==> src/hdl/ct_pkg.sv <==
// shared types and constants for the columnar transposition block
`timescale 1ns / 1ps
package ct_pkg;

	localparam int MAX_FRAME = 64;
	localparam int BYTE_W    = 8;
	localparam int ADDR_W    = $clog2(MAX_FRAME);
	localparam int LEN_W     = $clog2(MAX_FRAME + 1);
	localparam int COL_W     = 7;
	localparam int IDX_W     = COL_W + 1;
	localparam int DIV_CNT_W = $clog2(LEN_W);
	localparam int CFG_IDX_W = 1;
	localparam int CFG_W     = COL_W;

	localparam logic [CFG_IDX_W-1:0] CFG_COLUMN_COUNT = 1'd0;
	localparam logic [CFG_IDX_W-1:0] CFG_DIRECTION    = 1'd1;

	localparam logic DIR_ENCRYPT = 1'b0;
	localparam logic DIR_DECRYPT = 1'b1;

	typedef enum logic [1:0] {
		ST_LOAD,
		ST_DIV,
		ST_READ,
		ST_SEND
	} ct_state_t;

	typedef enum logic [1:0] {
		PH_IDLE,
		PH_DIV,
		PH_FIN,
		PH_WALK
	} walk_phase_t;

	typedef struct packed {
		logic             start;
		logic             step;
		logic [LEN_W-1:0] n;
		logic [COL_W-1:0] cols;
		logic             dir;
	} walk_cmd_t;

	typedef struct packed {
		logic              ready;
		logic              last;
		logic [ADDR_W-1:0] addr;
	} walk_sts_t;

endpackage

==> src/hdl/ct_channels.sv <==
// valid/ready channels for input bytes and permuted output bytes
`timescale 1ns / 1ps
interface ct_in_if;
	logic       valid;
	logic       ready;
	logic [7:0] data_byte;
	logic       frame_end;

	modport source (output valid, output data_byte, output frame_end, input ready);
	modport sink (input valid, input data_byte, input frame_end, output ready);
endinterface

interface ct_out_if;
	logic       valid;
	logic       ready;
	logic [7:0] out_byte;
	logic       out_last;

	modport source (output valid, output out_byte, output out_last, input ready);
	modport sink (input valid, input out_byte, input out_last, output ready);
endinterface

==> src/hdl/columnar_transposition.sv <==
// top level: frame buffer, sequencer and output register of the transposition block
//
// byte_ch takes one frame of bytes, one word per cycle, the final one with
// frame_end set. Up to 64 bytes are held; further bytes of the same frame are
// dropped, and frame_end still releases what is held.
// After the word with frame_end, byte_ch.ready stays low until the last
// permuted word has been taken from perm_ch. The column count (0 acts as 1)
// and the direction (0 encrypt, 1 decrypt) are sampled with that word.
// Sequence after frame_end is taken: restoring division for rows and long
// columns, rounding of the row count, the sequencer picking up the walk,
// then one memory read into the output register, after which the first
// permuted word is valid.
// Emission reads each byte from the frame memory into the output register
// and offers it on perm_ch; the next byte is read only after it is taken.
// A stall on perm_ch holds the output register and the walk where they are.
// out_last marks the final permuted word.
// Reset clears the sequencer and frame length and sets column count 2,
// direction encrypt; the frame memory is not cleared.
`timescale 1ns / 1ps
module columnar_transposition (
	input  logic                          clk,
	input  logic                          arst_n,
	input  logic                          cfg_we,
	input  logic [ct_pkg::CFG_IDX_W-1:0]  cfg_index,
	input  logic [ct_pkg::CFG_W-1:0]      cfg_data,
	ct_in_if.sink                         byte_ch,
	ct_out_if.source                      perm_ch
);
	import ct_pkg::*;

	ct_state_t state_q, state_nxt;

	logic [COL_W-1:0]  column_count_q;
	logic              direction_q;
	logic [LEN_W-1:0]  frame_length_q;
	logic [BYTE_W-1:0] frame_mem [MAX_FRAME];
	logic [BYTE_W-1:0] out_byte_q;
	logic              out_last_q;

	walk_cmd_t walk_cmd;
	walk_sts_t walk_sts;

	logic             in_take;
	logic             out_take;
	logic             not_full;
	logic             mem_wr;
	logic             mem_rd;
	logic [LEN_W-1:0] frame_length_nxt;

	assign in_take  = byte_ch.valid && byte_ch.ready;
	assign out_take = perm_ch.valid && perm_ch.ready;
	assign not_full = (frame_length_q < LEN_W'(MAX_FRAME));
	assign mem_wr   = in_take && not_full;
	assign frame_length_nxt = frame_length_q + {{(LEN_W-1){1'b0}}, not_full};

	always_ff @(posedge clk or negedge arst_n) begin
		if (!arst_n) begin
			column_count_q <= COL_W'(2);
			direction_q    <= DIR_ENCRYPT;
		end else if (cfg_we) begin
			case (cfg_index)
				CFG_COLUMN_COUNT: column_count_q <= cfg_data[COL_W-1:0];
				CFG_DIRECTION:    direction_q    <= cfg_data[0];
				default:          column_count_q <= column_count_q;
			endcase
		end
	end

	always_comb begin
		state_nxt = state_q;
		case (state_q)
			ST_LOAD: if (in_take && byte_ch.frame_end) state_nxt = ST_DIV;
			ST_DIV:  if (walk_sts.ready) state_nxt = ST_READ;
			ST_READ: state_nxt = ST_SEND;
			ST_SEND: begin
				if (out_take) begin
					state_nxt = out_last_q ? ST_LOAD : ST_READ;
				end
			end
			default: state_nxt = ST_LOAD;
		endcase
	end

	always_comb begin
		byte_ch.ready = (state_q == ST_LOAD);
		perm_ch.valid = (state_q == ST_SEND);
		mem_rd        = (state_q == ST_READ);
		walk_cmd.start = in_take && byte_ch.frame_end;
		walk_cmd.step  = (state_q == ST_READ);
		walk_cmd.n     = frame_length_nxt;
		walk_cmd.cols  = (column_count_q == '0) ? COL_W'(1) : column_count_q;
		walk_cmd.dir   = direction_q;
	end

	always_ff @(posedge clk or negedge arst_n) begin
		if (!arst_n) begin
			state_q        <= ST_LOAD;
			frame_length_q <= '0;
		end else begin
			state_q <= state_nxt;
			if (in_take) begin
				frame_length_q <= frame_length_nxt;
			end else if (out_take && out_last_q) begin
				frame_length_q <= '0;
			end
		end
	end

	always_ff @(posedge clk) begin
		if (mem_wr) begin
			frame_mem[frame_length_q[ADDR_W-1:0]] <= byte_ch.data_byte;
		end
		if (mem_rd) begin
			out_byte_q <= frame_mem[walk_sts.addr];
			out_last_q <= walk_sts.last;
		end
	end

	ct_walk u_walk (
		.clk    (clk),
		.arst_n (arst_n),
		.cmd    (walk_cmd),
		.sts    (walk_sts)
	);

	assign perm_ch.out_byte = out_byte_q;
	assign perm_ch.out_last = out_last_q;

	a_one_side: assert property (@(posedge clk) disable iff (!arst_n)
		!(byte_ch.ready && perm_ch.valid))
		else $error("loading and emitting at once");

	a_frame_cleared: assert property (@(posedge clk) disable iff (!arst_n)
		(out_take && perm_ch.out_last) |=> (frame_length_q == '0) && (state_q == ST_LOAD))
		else $error("frame not cleared after last word");

	a_length_bound: assert property (@(posedge clk) disable iff (!arst_n)
		frame_length_q <= LEN_W'(MAX_FRAME))
		else $error("frame length beyond buffer");

	a_read_when_ready: assert property (@(posedge clk) disable iff (!arst_n)
		(state_q == ST_READ) |-> walk_sts.ready)
		else $error("memory read before walk is set up");

endmodule

==> src/hdl/ct_walk.sv <==
// address walker: shared adder for the row/column division and the permutation walk
`timescale 1ns / 1ps
module ct_walk (
	input  logic              clk,
	input  logic              arst_n,
	input  ct_pkg::walk_cmd_t cmd,
	output ct_pkg::walk_sts_t sts
);
	import ct_pkg::*;

	walk_phase_t phase_q, phase_nxt;

	logic [LEN_W-1:0]     n_q;
	logic [COL_W-1:0]     cols_q;
	logic                 dir_q;
	logic [COL_W-1:0]     rem_q;
	logic [LEN_W-1:0]     quo_q;
	logic [DIV_CNT_W-1:0] div_cnt_q;
	logic [LEN_W-1:0]     rows_q;
	logic [IDX_W-1:0]     idx_q;
	logic [COL_W-1:0]     col_q;
	logic [LEN_W-1:0]     row_q;
	logic [LEN_W-1:0]     k_q;

	logic [IDX_W-1:0] add_a, add_b;
	logic             add_cin;
	logic [IDX_W:0]   sum;
	logic [IDX_W-1:0] rem_sh;
	logic [LEN_W-1:0] col_len;
	logic [COL_W-1:0] col_inc;
	logic [LEN_W-1:0] row_inc;
	logic [LEN_W-1:0] k_inc;
	logic             div_last;
	logic             last;

	assign rem_sh  = {rem_q, quo_q[LEN_W-1]};
	assign col_inc = col_q + 1'b1;
	assign row_inc = row_q + 1'b1;
	assign k_inc   = k_q + 1'b1;
	assign last    = (k_inc == n_q);
	assign div_last = (div_cnt_q == DIV_CNT_W'(LEN_W - 1));

	// short columns lie past the remainder when the matrix is not full
	assign col_len = (rem_q == '0 || col_q < rem_q) ? rows_q : rows_q - 1'b1;

	// the one adder, shared by every phase
	always_comb begin
		add_a   = idx_q;
		add_b   = {1'b0, cols_q};
		add_cin = 1'b0;
		case (phase_q)
			PH_DIV: begin
				add_a   = rem_sh;
				add_b   = ~{1'b0, cols_q};
				add_cin = 1'b1;
			end
			PH_FIN: begin
				add_a   = {1'b0, quo_q};
				add_b   = '0;
				add_cin = (rem_q != '0);
			end
			PH_WALK: begin
				add_a = idx_q;
				if (dir_q == DIR_DECRYPT) begin
					add_b = {1'b0, col_len};
				end else begin
					add_b = {1'b0, cols_q};
				end
			end
			default: begin
				add_a   = idx_q;
				add_b   = {1'b0, cols_q};
				add_cin = 1'b0;
			end
		endcase
	end

	assign sum = {1'b0, add_a} + {1'b0, add_b} + {{IDX_W{1'b0}}, add_cin};

	always_comb begin
		phase_nxt = phase_q;
		case (phase_q)
			PH_IDLE: if (cmd.start) phase_nxt = PH_DIV;
			PH_DIV:  if (div_last) phase_nxt = PH_FIN;
			PH_FIN:  phase_nxt = PH_WALK;
			PH_WALK: begin
				if (cmd.start) begin
					phase_nxt = PH_DIV;
				end else if (cmd.step && last) begin
					phase_nxt = PH_IDLE;
				end
			end
			default: phase_nxt = PH_IDLE;
		endcase
	end

	always_ff @(posedge clk or negedge arst_n) begin
		if (!arst_n) begin
			phase_q <= PH_IDLE;
		end else begin
			phase_q <= phase_nxt;
		end
	end

	always_ff @(posedge clk or negedge arst_n) begin
		if (!arst_n) begin
			n_q       <= '0;
			cols_q    <= '0;
			dir_q     <= DIR_ENCRYPT;
			rem_q     <= '0;
			quo_q     <= '0;
			div_cnt_q <= '0;
			rows_q    <= '0;
			idx_q     <= '0;
			col_q     <= '0;
			row_q     <= '0;
			k_q       <= '0;
		end else if (cmd.start) begin
			n_q       <= cmd.n;
			cols_q    <= cmd.cols;
			dir_q     <= cmd.dir;
			rem_q     <= '0;
			quo_q     <= cmd.n;
			div_cnt_q <= '0;
			idx_q     <= '0;
			col_q     <= '0;
			row_q     <= '0;
			k_q       <= '0;
		end else begin
			case (phase_q)
				PH_DIV: begin
					// restoring division, one quotient bit per cycle
					rem_q     <= sum[IDX_W] ? sum[COL_W-1:0] : rem_sh[COL_W-1:0];
					quo_q     <= {quo_q[LEN_W-2:0], sum[IDX_W]};
					div_cnt_q <= div_cnt_q + 1'b1;
				end
				PH_FIN: begin
					rows_q <= sum[LEN_W-1:0];
				end
				PH_WALK: begin
					if (cmd.step) begin
						k_q <= k_inc;
						if (dir_q == DIR_DECRYPT) begin
							if (col_inc == cols_q) begin
								col_q <= '0;
								row_q <= row_inc;
								idx_q <= {1'b0, row_inc};
							end else begin
								col_q <= col_inc;
								idx_q <= sum[IDX_W-1:0];
							end
						end else begin
							if (sum[IDX_W-1:0] < {1'b0, n_q}) begin
								idx_q <= sum[IDX_W-1:0];
							end else begin
								col_q <= col_inc;
								idx_q <= {1'b0, col_inc};
							end
						end
					end
				end
				default: begin
					div_cnt_q <= div_cnt_q;
				end
			endcase
		end
	end

	assign sts.ready = (phase_q == PH_WALK);
	assign sts.last  = last;
	assign sts.addr  = idx_q[ADDR_W-1:0];

	a_rem_below_cols: assert property (@(posedge clk) disable iff (!arst_n)
		(phase_q == PH_WALK) |-> (rem_q < cols_q))
		else $error("division remainder not below column count");

	a_walk_in_frame: assert property (@(posedge clk) disable iff (!arst_n)
		(phase_q == PH_WALK) |-> (idx_q < {1'b0, n_q}))
		else $error("walk index outside the held frame");

	a_div_to_walk: assert property (@(posedge clk) disable iff (!arst_n)
		(phase_q == PH_FIN) |=> (phase_q == PH_WALK) || $past(cmd.start))
		else $error("division finish not followed by walk");

endmodule
==> src/flat_wrapper.sv <==
// flat-port wrapper written by rule: the top's interface ports become plain ports
module columnar_transposition_flat import ct_pkg::*;
  (clk, arst_n, cfg_we, cfg_index, cfg_data, byte_ch_valid, byte_ch_data_byte, byte_ch_frame_end, byte_ch_ready, perm_ch_valid, perm_ch_out_byte, perm_ch_out_last, perm_ch_ready);
  ct_in_if byte_ch_i ();
  ct_out_if perm_ch_i ();
  input  logic clk;
  input  logic arst_n;
  input  logic cfg_we;
  input  logic [ct_pkg::CFG_IDX_W-1:0] cfg_index;
  input  logic [ct_pkg::CFG_W-1:0] cfg_data;
  input wire logic [$bits(byte_ch_i.valid)-1:0] byte_ch_valid;
  input wire logic [$bits(byte_ch_i.data_byte)-1:0] byte_ch_data_byte;
  input wire logic [$bits(byte_ch_i.frame_end)-1:0] byte_ch_frame_end;
  output wire logic [$bits(byte_ch_i.ready)-1:0] byte_ch_ready;
  output wire logic [$bits(perm_ch_i.valid)-1:0] perm_ch_valid;
  output wire logic [$bits(perm_ch_i.out_byte)-1:0] perm_ch_out_byte;
  output wire logic [$bits(perm_ch_i.out_last)-1:0] perm_ch_out_last;
  input wire logic [$bits(perm_ch_i.ready)-1:0] perm_ch_ready;
  assign byte_ch_i.valid = byte_ch_valid;
  assign byte_ch_i.data_byte = byte_ch_data_byte;
  assign byte_ch_i.frame_end = byte_ch_frame_end;
  assign byte_ch_ready = byte_ch_i.ready;
  assign perm_ch_valid = perm_ch_i.valid;
  assign perm_ch_out_byte = perm_ch_i.out_byte;
  assign perm_ch_out_last = perm_ch_i.out_last;
  assign perm_ch_i.ready = perm_ch_ready;
  columnar_transposition u_core (.clk(clk), .arst_n(arst_n), .cfg_we(cfg_we), .cfg_index(cfg_index), .cfg_data(cfg_data), .byte_ch(byte_ch_i), .perm_ch(perm_ch_i));
endmodule
==> config.mk <==
export PLATFORM = sky130hd
export DESIGN_NAME = columnar_transposition_flat
export DESIGN_NICKNAME = d
export VERILOG_FILES = /design/src/hdl/ct_pkg.sv /design/src/hdl/ct_channels.sv /design/src/hdl/columnar_transposition.sv /design/src/hdl/ct_walk.sv /design/src/flat_wrapper.sv
export SDC_FILE = /design/constraint.sdc
export NUM_CORES = 1
export LEC_CHECK = 0
export ABC_AREA = 1
export BUFFER_PORTS_ARGS = -buffer_cell sky130_fd_sc_hd__buf_2
export CAP_MARGIN = 20
export CORE_ASPECT_RATIO = 0.5
export CORE_MARGIN = 2
export CORE_UTILIZATION = 52
export DETAILED_ROUTE_END_ITERATION = 6
export PLACE_DENSITY = 0.67
export SYNTH_ARGS = -nofsm -noshare
export SYNTH_HDL_FRONTEND = slang
export SYNTH_SLANG_ARGS = --single-unit
export TNS_END_PERCENT = 20
==> constraint.sdc <==
create_clock -name clk -period 6.3 [get_ports clk]
set_input_delay 0.63 -clock clk [delete_from_list [all_inputs] [get_ports clk]]
set_output_delay 0.63 -clock clk [all_outputs]
set_load 0.01 [all_outputs]
# After elaboration in Yosys (flattened, before gate mapping)

Memory sizes are Yosys's and may differ from the RTL's. A register that Yosys moved wholly into a read port is not among the register bits.
Cells that the tools add are included.

Flip-flop bits (word level): 88
Latch bits: 0
Bits in writable memories: 512
Bits in read-only memories: 0
Bits of input ports: 22
Output and inout bits: 11
Logic and storage cells: 120
Memories kept: 1

$add $sub $neg: 8
$mul: 0
Divide/modulo/power cells: 0
Magnitude comparators: 3
Eq/ne operators: 16
Shift-type cells: 0
Multiplexer cells: 46
Bitwise gates (word level): 3
Reductions and logical operators: 26

Memories:

| name             | words | bits a word | read ports | clocked after Yosys merged registers in | wr ports | line                         | text |
|---|---|---|---|---|---|---|---|
| u_core.frame_mem | 64    | 8           | 1          | 1                                       | 1        | columnar_transposition.sv:36 | `logic [BYTE_W-1:0] frame_mem [MAX_FRAME];` |

Operators by type and width:

| operator              | count |
|---|---|
| $mux W7               | 24 |
| $mux W8               | 6 |
| $pmux W8 S3           | 1 |
| $add A7 B1 Y7 const B | 3 |
| $pmux W2 S4           | 2 |
| $pmux W8 S2           | 1 |
| $eq A7 B7 Y1          | 2 |
| $logic_not A7 Y1      | 2 |
| $mux W2               | 7 |
| $reduce_bool A2 Y1    | 6 |
| $ne A2 B2 Y1 const B  | 5 |
| $add A8 B8 Y9         | 1 |
| $add A9 B1 Y9         | 1 |
| $reduce_and A3 Y1     | 3 |
| $eq A2 B2 Y1 const B  | 4 |
| $lt A8 B7 Y1          | 1 |
| $not A7 Y8            | 1 |
| $reduce_and A2 Y1     | 4 |
| $add A7 B1 Y7         | 1 |
| $lt A7 B7 Y1          | 1 |
| $lt A7 B7 Y1 const B  | 1 |
| $reduce_bool A7 Y1    | 1 |
| $sub A7 B1 Y7 const B | 1 |
| $logic_and A1 B1 Y1   | 6 |
| 12 further kinds      | 17 |

# Logic depth before layout (Yosys ltp)

Gate-level depths: netlist (run 1).

Depth in word-level cells: 13
Gate-level depth with buffers: 31
Depth with buffers taken out: 30

# By module

A second synthesis (run 1) with hierarchy kept.

Cell total of the unflattened synthesis: 2606
Area, all modules: 27348.7 um^2

Modules (own cells, without submodules):

| module                 | instances | cells each | area an instance (um^2) | sequential area each (um^2) |
|---|---|---|---|---|
| columnar_transposition | 1         | 1896       | 22196.3                 | 16071.7 |
| ct_walk                | 1         | 710        | 5152.4                  | 1751.7 |

# Worst setup path before layout (run 1)

OpenSTA, ideal clock, no wires.

Kind: reg-to-reg
From: register u_core.u_walk.col_q[6]
To: register u_core.u_walk.col_q[4]
Setup time: 0.117 ns
Arrival: 4.267 ns
Data required time: 6.183 ns
Setup slack: 1.917 ns
Stages on the path, launching flop included: 26
Path buffers: 1
Period minus slack after synthesis: 4.383 ns
Path through: dfrtp_1 > ha_1 > nand2_1 > nor2_1 > nor2_1 > nand3_1 > nand2_1 > nand2_1 > nand3_1 > nand2_1 > a21oi_1 > fa_1 > fa_1 > nand3_1 > nand3_1 > xor2_1 > inv_1 > ha_1 > a21o_1 > a21oi_1 > nand3_2 > o21ai_2 > buf_6 > nor2_1 > nand2_1 > nand2_1

Word-level cells in the longest chain between the ends: 10
Elaborated cells on any way between the ends: 17
Classes of those cells: add/sub (3); order compare (2); eq/ne (2); mux (8); reduce/logical (2)

RTL lines:

| element                     | line           | text |
|---|---|---|
| start, declared             | ct_walk.sv:21  | `logic [COL_W-1:0] col_q;` |
| start signal, assigned      | ct_walk.sv:149 | `col_q <= col_inc;` |
| start signal, assigned      | ct_walk.sv:156 | `col_q <= col_inc;` |
| $lt A7 B7 Y1                | ct_walk.sv:44  | `assign col_len = (rem_q == '0 \|\| col_q < rem_q) ? rows_q : rows_q - 1'b1;` |
| $logic_or A1 B1 Y1          | ct_walk.sv:44  |  |
| $mux W7                     | ct_walk.sv:44  |  |
| $mux W7                     | ct_walk.sv:64  | `if (dir_q == DIR_DECRYPT) begin` |
| $pmux W8 S3                 | ct_walk.sv:51  | `case (phase_q)` |
| $add A8 B8 Y9               | ct_walk.sv:78  | `assign sum = {1'b0, add_a} + {1'b0, add_b} + {{IDX_W{1'b0}}, add_cin};` |
| $add A9 B1 Y9               | ct_walk.sv:78  |  |
| via u_core.u_walk.sum[4]    | ct_walk.sv:27  | `logic [IDX_W:0] sum;` |
| $lt A8 B7 Y1                | ct_walk.sv:153 | `if (sum[IDX_W-1:0] < {1'b0, n_q}) begin` |
| $ne A3 B3 Y1 (no line)      | n/a            |  |
| $reduce_and A3 Y1 (no line) | n/a            |  |

The timed path passes the listed nets, and every way through them passes these cells. The select of a mux whose other input is x is not followed.
A chain may end at the register's enable or synchronous reset.

# Worst setup path after layout (run 1)

From: register u_core.u_walk.col_q[2]
To: register u_core.u_walk.col_q[3]

Same word-level chain as after synthesis.

==> results of run 1 <==
-- cell type report --
type                    instances  area [sq um]
fillers                      4203         21300
repair buffers                 58           378
flip-flops and latches        608         17800
inverters                     124           472
well taps                     690           863
clock buffers                  59          1350
clock inverters                38           428
multi-input cells            1548          7570
-- layer usage --
| layer | track usage, % | up-vias | wire length (um) |
|---|---|---|---|
| met1 | 35.3 | 8832 | 27800 |
| met4 | 9.41 | 0 | 2350 |
| li1 | - | 8533 | - |
| met2 | 42.2 | 773 | 31600 |
| met3 | 4.04 | 145 | 5440 |
| met5 | 0 | - | 0 |
-- cells in the final DEF, fill, tap and decap left out, types with 4 or more instances in the layout --
| cell type | instances |
|---|---|
| dfrtp_1 | 83 |
| xnor2_1 | 5 |
| nand2_1 | 340 |
| nand3b_1 | 4 |
| buf_2 | 31 |
| clkbuf_16 | 53 |
| o221ai_1 | 9 |
| o21ai_1 | 27 |
| a21oi_1 | 75 |
| o22ai_1 | 127 |
| ha_1 | 31 |
| clkinv_2 | 18 |
| nand3_1 | 102 |
| nor2_1 | 392 |
| clkinv_1 | 10 |
| nand2_2 | 5 |
| inv_1 | 116 |
| nand4_1 | 20 |
| edfxtp_1 | 521 |
| o21ai_0 | 348 |
| o211ai_1 | 15 |
| bufinv_16 | 8 |
| a31oi_1 | 4 |
| xor2_1 | 15 |
| clkbuf_1 | 6 |
| buf_4 | 26 |
-- worst min-delay path by stage --
| stage | startpoint | endpoint | slack, ns |
|---|---|---|---|
| 2_1_floorplan | arst_n | u_core.column_count_q[0]$_DFFE_PN0P_ | 0.33 |
| 4_1_cts | arst_n | u_core.u_walk.row_q[0]$_DFFE_PN0P_ | 0.01 |
| 6_report | arst_n | u_core.u_walk.row_q[2]$_DFFE_PN0P_ | 0.01 |
| 3_3_place_gp | u_core.column_count_q[0]$_DFFE_PN0P_ | u_core.column_count_q[0]$_DFFE_PN0P_ | 0.48 |
| 5_1_grt | arst_n | u_core.u_walk.row_q[2]$_DFFE_PN0P_ | 0.04 |
| 3_5_place_dp | u_core.column_count_q[0]$_DFFE_PN0P_ | u_core.column_count_q[0]$_DFFE_PN0P_ | 0.48 |
-- flip-flops by register name (all words and copies together), names as in the netlist, 2 cells and up --
signal / flops
u_core.frame_mem: 512
u_core.perm_ch.out_byte: 8
u_core.u_walk.idx_q: 8
u_core.column_count_q: 7
u_core.frame_length_q: 7
u_core.u_walk.col_q: 7
u_core.u_walk.cols_q: 7
u_core.u_walk.k_q: 7
u_core.u_walk.n_q: 7
u_core.u_walk.quo_q: 7
u_core.u_walk.rem_q: 7
u_core.u_walk.row_q: 7
u_core.u_walk.rows_q: 7
u_core.u_walk.div_cnt_q: 3
u_core.state_q: 2
u_core.u_walk.phase_q: 2
-- where the power goes --
| group | leakage, nW | internal (mW) | switching, mW |
|---|---|---|---|
| logic | 3.79 | 1.79 | 4.14 |
| clock network | 0.878 | 1.89 | 1.50 |
| registers | 5.77 | 4.68 | 0.352 |
-- cell families (layout without fill, tap and decap cells) --
| group | after synthesis | after routing |
|---|---|---|
| flops | 608 | 608 |
| xor+xnor | 21 | 21 |
| compound gates | 614 | 614 |
| buf+inv | 254 | 279 |
| simple gates | 880 | 880 |
| fa+ha+maj | 33 | 33 |
==> reports/metrics.cfg, run 1 <==
[timing]
period_share_pct = 87.1
drv_slew = 0
worstMarginPinSlew_ns = 1.01
max_freq_mhz = 182
slew_headroom_pct = 32.7
whs_ns = 0.0101
hold_viol = 0
period_minus_slack_ns = 5.49
finalSetupTns_ns = 0
finClkSkew_ns = 0.0130
worst_slack_ns = 0.813
rsz0062_at_grt = no
setup_viol = 0

[pwr]
powerDensity_mw_per_mm2 = 496
totalPowerFinal_mw = 14.3
total_leakage_power_nw = 10.4
ir_drop_uv = 488

[cells_and_area]
final_cells = 3125
n_antenna_cell = 0
final_area_sq_mm = 0.0289
synthToLayoutAreaGrowth_pct = 9.28
drive_gt1_share_pct = 6.98
fin_nets = 2447
final_util_pct = 57.5

[synth]
yosys_warnings = 0
yosys_register_bits = 608
synth_edf_count = 521
synth_ff_type = edfxtp_1
synth_compound_gate_area_share_pct = 12.6
yosysMostFrequentCell = edfxtp_1
netlist.area_leader.share_pct = 59.2
muxShareOfSynthArea_pct = 0
synth_top_area_cell = edfxtp_1
synthCells = 2410
synth_seq_area_share_pct = 67.4
synthDistinctLibCells = 45
synthSimpleGateAreaFrac_pct = 13.7
async_flop_share_pct = 14.3
synthesis.area_sq_mm = 0.0264
synthTopCellsByCount = edfxtp_1, nor2_1, o21ai_0
synth_fp_nets = 2465
synth.area.top_cells = edfxtp_1, dfrtp_1, o21ai_0
syn_avg_cell_area_sq_um = 11.0
synth_top_family_by_area = simple AND/OR/NAND/NOR gates
synth-adder-area-share_pct = 1.62
synth_xor_area_share_pct = 0.748

[worst_hold_path]
hp-class = primary input to asynchronous set/reset pin

[place]
placed_area_sq_mm = 0.0271
hpwlAfterDp_um = 39700
portBuffers = 32
place_congestion = 0.930
dp_slack_ns = 0.846
dpl.cell_count = 3027

[route]
wl_per_cell_um = 21.5
drc = 1
dr_total_vias = 18300
dr.pass1.iters = 7
drt_iter0_markers = 1758
avgViaCountPerCell = 5.85
ant_nets = 0
drt_wl_total_um = 67200

[worst_setup_path]
crit_buf_inv = 2
rrSetupSlack_ns = 0.81
r2r-start = u_core.u_walk.col_q[2]$_DFFE_PN0P_
max_stage_delay_ns = 0.50
crit_chain = ha_1 > a21oi_1 > nand2_1 > nand4_1 > nand3_1 > nand2_1 > nand2_1 > nand3_1 > nand2_1 > a21oi_1 > fa_1 > fa_1 > nand3_1 > nand3_1 > xor2_1 > inv_1 > ha_1 > a21o_1 > a21oi_1 > nand3_2 > o21ai_2 > inv_1 > nand3_1 > nand2_1
path_class = register to register
cp.depth = 24
path_delay_family = simple AND/OR/NAND/NOR gates
end_kind = register
crit_arrival_ns = 5.97
worst_r2r_path_depth = 24
crit_end = u_core.u_walk.col_q[3]$_DFFE_PN0P_
r2r_end = u_core.u_walk.col_q[3]$_DFFE_PN0P_
worst-path-max-fanout = 11
crit_path_start_kind = register
required_ns = 6.79
cp-startpoint = u_core.u_walk.col_q[2]$_DFFE_PN0P_
cp_slowest_cell = dfrtp_1

[floorplan]
start_util_pct = 52.6
die_area_sq_mm = 0.0528
rows = 58
io_pins = 33
die_w_um = 323
core-area_sq_mm = 0.0502
die_h_um = 163

[outcome]
status = finished, violations left
violations = design-rule violations

[clocking]
cts_setup_buffers = 0
cts_resized = 0
cts_buffer_depth = 3
htree_levels = 2
cts_made_buffers = 52
ctsHoldBuffers = 0
clock-sinks = 608
insertion_delay_ns = 0.60
root_buffer = clkbuf_16
clk_pin_slew_ns = 0.07
cts_tree = done

[global_routing]
antenna_found_initial = 0
grt_max_degree = 116
track_usage_pct = 25.8
grt_pass1_vias = 17800
grt-ovfl-total = 0
grt_pass1_wl_um = 103000

[run]
max-cap-violations = 0

Note: power is estimated with default switching activity, not from simulation.
==> run 2: changes to the inputs <==
- CELL_PAD_IN_SITES_DETAIL_PLACEMENT: not set -> 0
- CELL_PAD_IN_SITES_GLOBAL_PLACEMENT: not set -> 1
- CORE_UTILIZATION: 52 -> 51
- PLACE_DENSITY: 0.67 -> 0.78
==> run 2 against run 1 <==
Compared with the run above:
- the flow now finishes without violations
- register-to-register slack about the same
- flip-flop and latch count unchanged
- non-clock buffer count up 1
- cell count about the same
- critical path type unchanged
- die area up 1.9%
- setup slack worse by 0.014 ns
- clock power down 1%
- clock skew down 0.0012 ns
- utilization down 0.58 points
==> reports/metrics.cfg, run 2 (synthesis gave the netlist of run 1 again) <==
[place]
placed_area_sq_mm = 0.0271
portBuffers = 32
hpwlAfterDp_um = 40200
place_congestion = 0.889

[global_routing]
antenna_found_initial = 0
track_usage_pct = 25.4
grt_pass1_vias = 17400
grt-ovfl-total = 0
grt_pass1_wl_um = 103000
grt_max_degree = 122

[clocking]
cts_tree = done
root_buffer = clkbuf_16
cts_setup_buffers = 0
clk_pin_slew_ns = 0.06
clock-sinks = 608
insertion_delay_ns = 0.61
cts_buffer_depth = 3
cts_made_buffers = 53
htree_levels = 2

[floorplan]
core-area_sq_mm = 0.0507
io_pins = 33
die_w_um = 326
die_area_sq_mm = 0.0538
rows = 58
start_util_pct = 52.1
die_h_um = 165

[worst_setup_path]
crit_path_start_kind = register
end_kind = register
r2r_end = u_core.u_walk.col_q[6]$_DFFE_PN0P_
worst_r2r_path_depth = 24
path_class = register to register
crit_arrival_ns = 6.00
worst-path-max-fanout = 11
rrSetupSlack_ns = 0.80
r2r-start = u_core.u_walk.col_q[2]$_DFFE_PN0P_
required_ns = 6.79

[pwr]
powerDensity_mw_per_mm2 = 494
total_leakage_power_nw = 10.4
ir_drop_uv = 431

[cells_and_area]
final_area_sq_mm = 0.0289
fin_nets = 2449
final_common_cell = edfxtp_1
n_antenna_cell = 0
synthToLayoutAreaGrowth_pct = 9.27
largest_reg_flops = 512
final_cell_mix = edfxtp_1, nor2_1, o21ai_0
drive_gt1_share_pct = 6.73

[timing]
period_minus_slack_ns = 5.50
finClkSkew_ns = 0.0118
rsz0062_at_grt = no
setup_viol = 0
max_freq_mhz = 182
worstMarginPinSlew_ns = 0.957
drv_slew = 0
slew_headroom_pct = 36.0
hold_viol = 0
period_share_pct = 87.3
finalSetupTns_ns = 0

[route]
avgViaCountPerCell = 5.79
drt_iter0_markers = 1773
drt_wl_total_um = 67500
wl_per_cell_um = 21.6
dr_total_vias = 18100
ant_nets = 0
drc = 0
dr.pass1.iters = 5

[worst_hold_path]
min_to = u_core.direction_q$_DFFE_PN0P_
holdCritStartpoint = cfg_we
hp-class = primary input to register
hold_depth = 2

[outcome]
status = finished clean

[run]
max-cap-violations = 0

-- run 2: changes by cell type in the layout (fill, tap and decap cells not counted), moves of 3 or more --
cell / delta
clkinvlp_4: -3
clkbuf_1: +6
bufinv_16: -3
clkinv_2: -6
clkbuf_8: +6
buf_12: +3
-- run 2: metal layers --
metal	vias to the layer above	share of wire [%]	global-route usage, %
met1	8910	44	35.0
met5	-	0	0
met3	106	7.5	4.96
met4	0	2.3	6.74
li1	8527	-	-
met2	568	47	41.7
-- run 2: power breakdown --
group / internal (mW) / total [mW] / switching [mW]
combinational: 1.79 / 5.91 / 4.12
clock: 1.84 / 3.33 / 1.49
sequential: 4.68 / 5.03 / 0.352
-- run 2: how the worst max path moves through the flow --
| stage | endpoint | startpoint | cells past startpoint |
|---|---|---|---|
| finish | u_core.u_walk.col_q[6]$_DFFE_PN0P_ | u_core.u_walk.col_q[2]$_DFFE_PN0P_ | 24 |
| global placement | u_core.u_walk.col_q[6]$_DFFE_PN0P_ | u_core.u_walk.col_q[2]$_DFFE_PN0P_ | 24 |
| global route | u_core.u_walk.col_q[6]$_DFFE_PN0P_ | u_core.u_walk.col_q[2]$_DFFE_PN0P_ | 24 |
| floorplan | u_core.u_walk.col_q[4]$_DFFE_PN0P_ | u_core.u_walk.col_q[6]$_DFFE_PN0P_ | 25 |
| CTS | u_core.u_walk.col_q[6]$_DFFE_PN0P_ | u_core.u_walk.col_q[2]$_DFFE_PN0P_ | 24 |
| detailed placement | u_core.u_walk.col_q[6]$_DFFE_PN0P_ | u_core.u_walk.col_q[2]$_DFFE_PN0P_ | 24 |
-- run 2: critical path, cell delays in order (launching register included) --
cell      delay [ns]
dfrtp_1         0.49
ha_1            0.35
nand3_1         0.08
nand2_1         0.06
nand4_1         0.08
nand3_1         0.27
nand2_1         0.24
nand2_1         0.10
nand3_1         0.07
nand2_1         0.09
a21oi_1         0.08
fa_1            0.45
fa_1            0.49
nand3_1         0.11
nand3_1         0.11
xor2_1          0.36
inv_1           0.09
ha_1            0.19
a21o_1          0.17
a21oi_1         0.45
nand3_2         0.26
o21ai_2         0.44
inv_1           0.17
nand3b_1        0.12
nand2_1         0.05
-- run 2: cell type report --
class                      instances  area [sq um]
fill                            4289         21800
sequential                       608         17800
multi-input combinational       1548          7570
clock buffer                      71          1450
tap                              690           863
inverter                         124           472
timing repair buffer              59           405
clock inverter                    28           293
-- run 2: per-stage QoR --
stage | utilization, % | hold slack [ns] | worst slack, ns | total power [mW] | instances
after floorplan | - | 0.334 | 1.92 | 9.16 | 2410
after global placement | 53.4 | 0.475 | 0.968 | 10.9 | 3026
after detailed placement | 53.4 | 0.476 | 0.845 | 11.0 | 3026
after CTS | 56.9 | 0.207 | 0.795 | 14.3 | 3126
after global routing | 57.0 | 0.231 | 0.175 | 15.3 | 3128
final | 57.0 | 0.235 | 0.799 | 14.3 | 3128
-- run 2: repair_timing --
item / in CTS / in global routing
hold buffers: 1 / 0
gates resized for setup: 0 / 0
endpoints found under the hold margin: 19 / 0
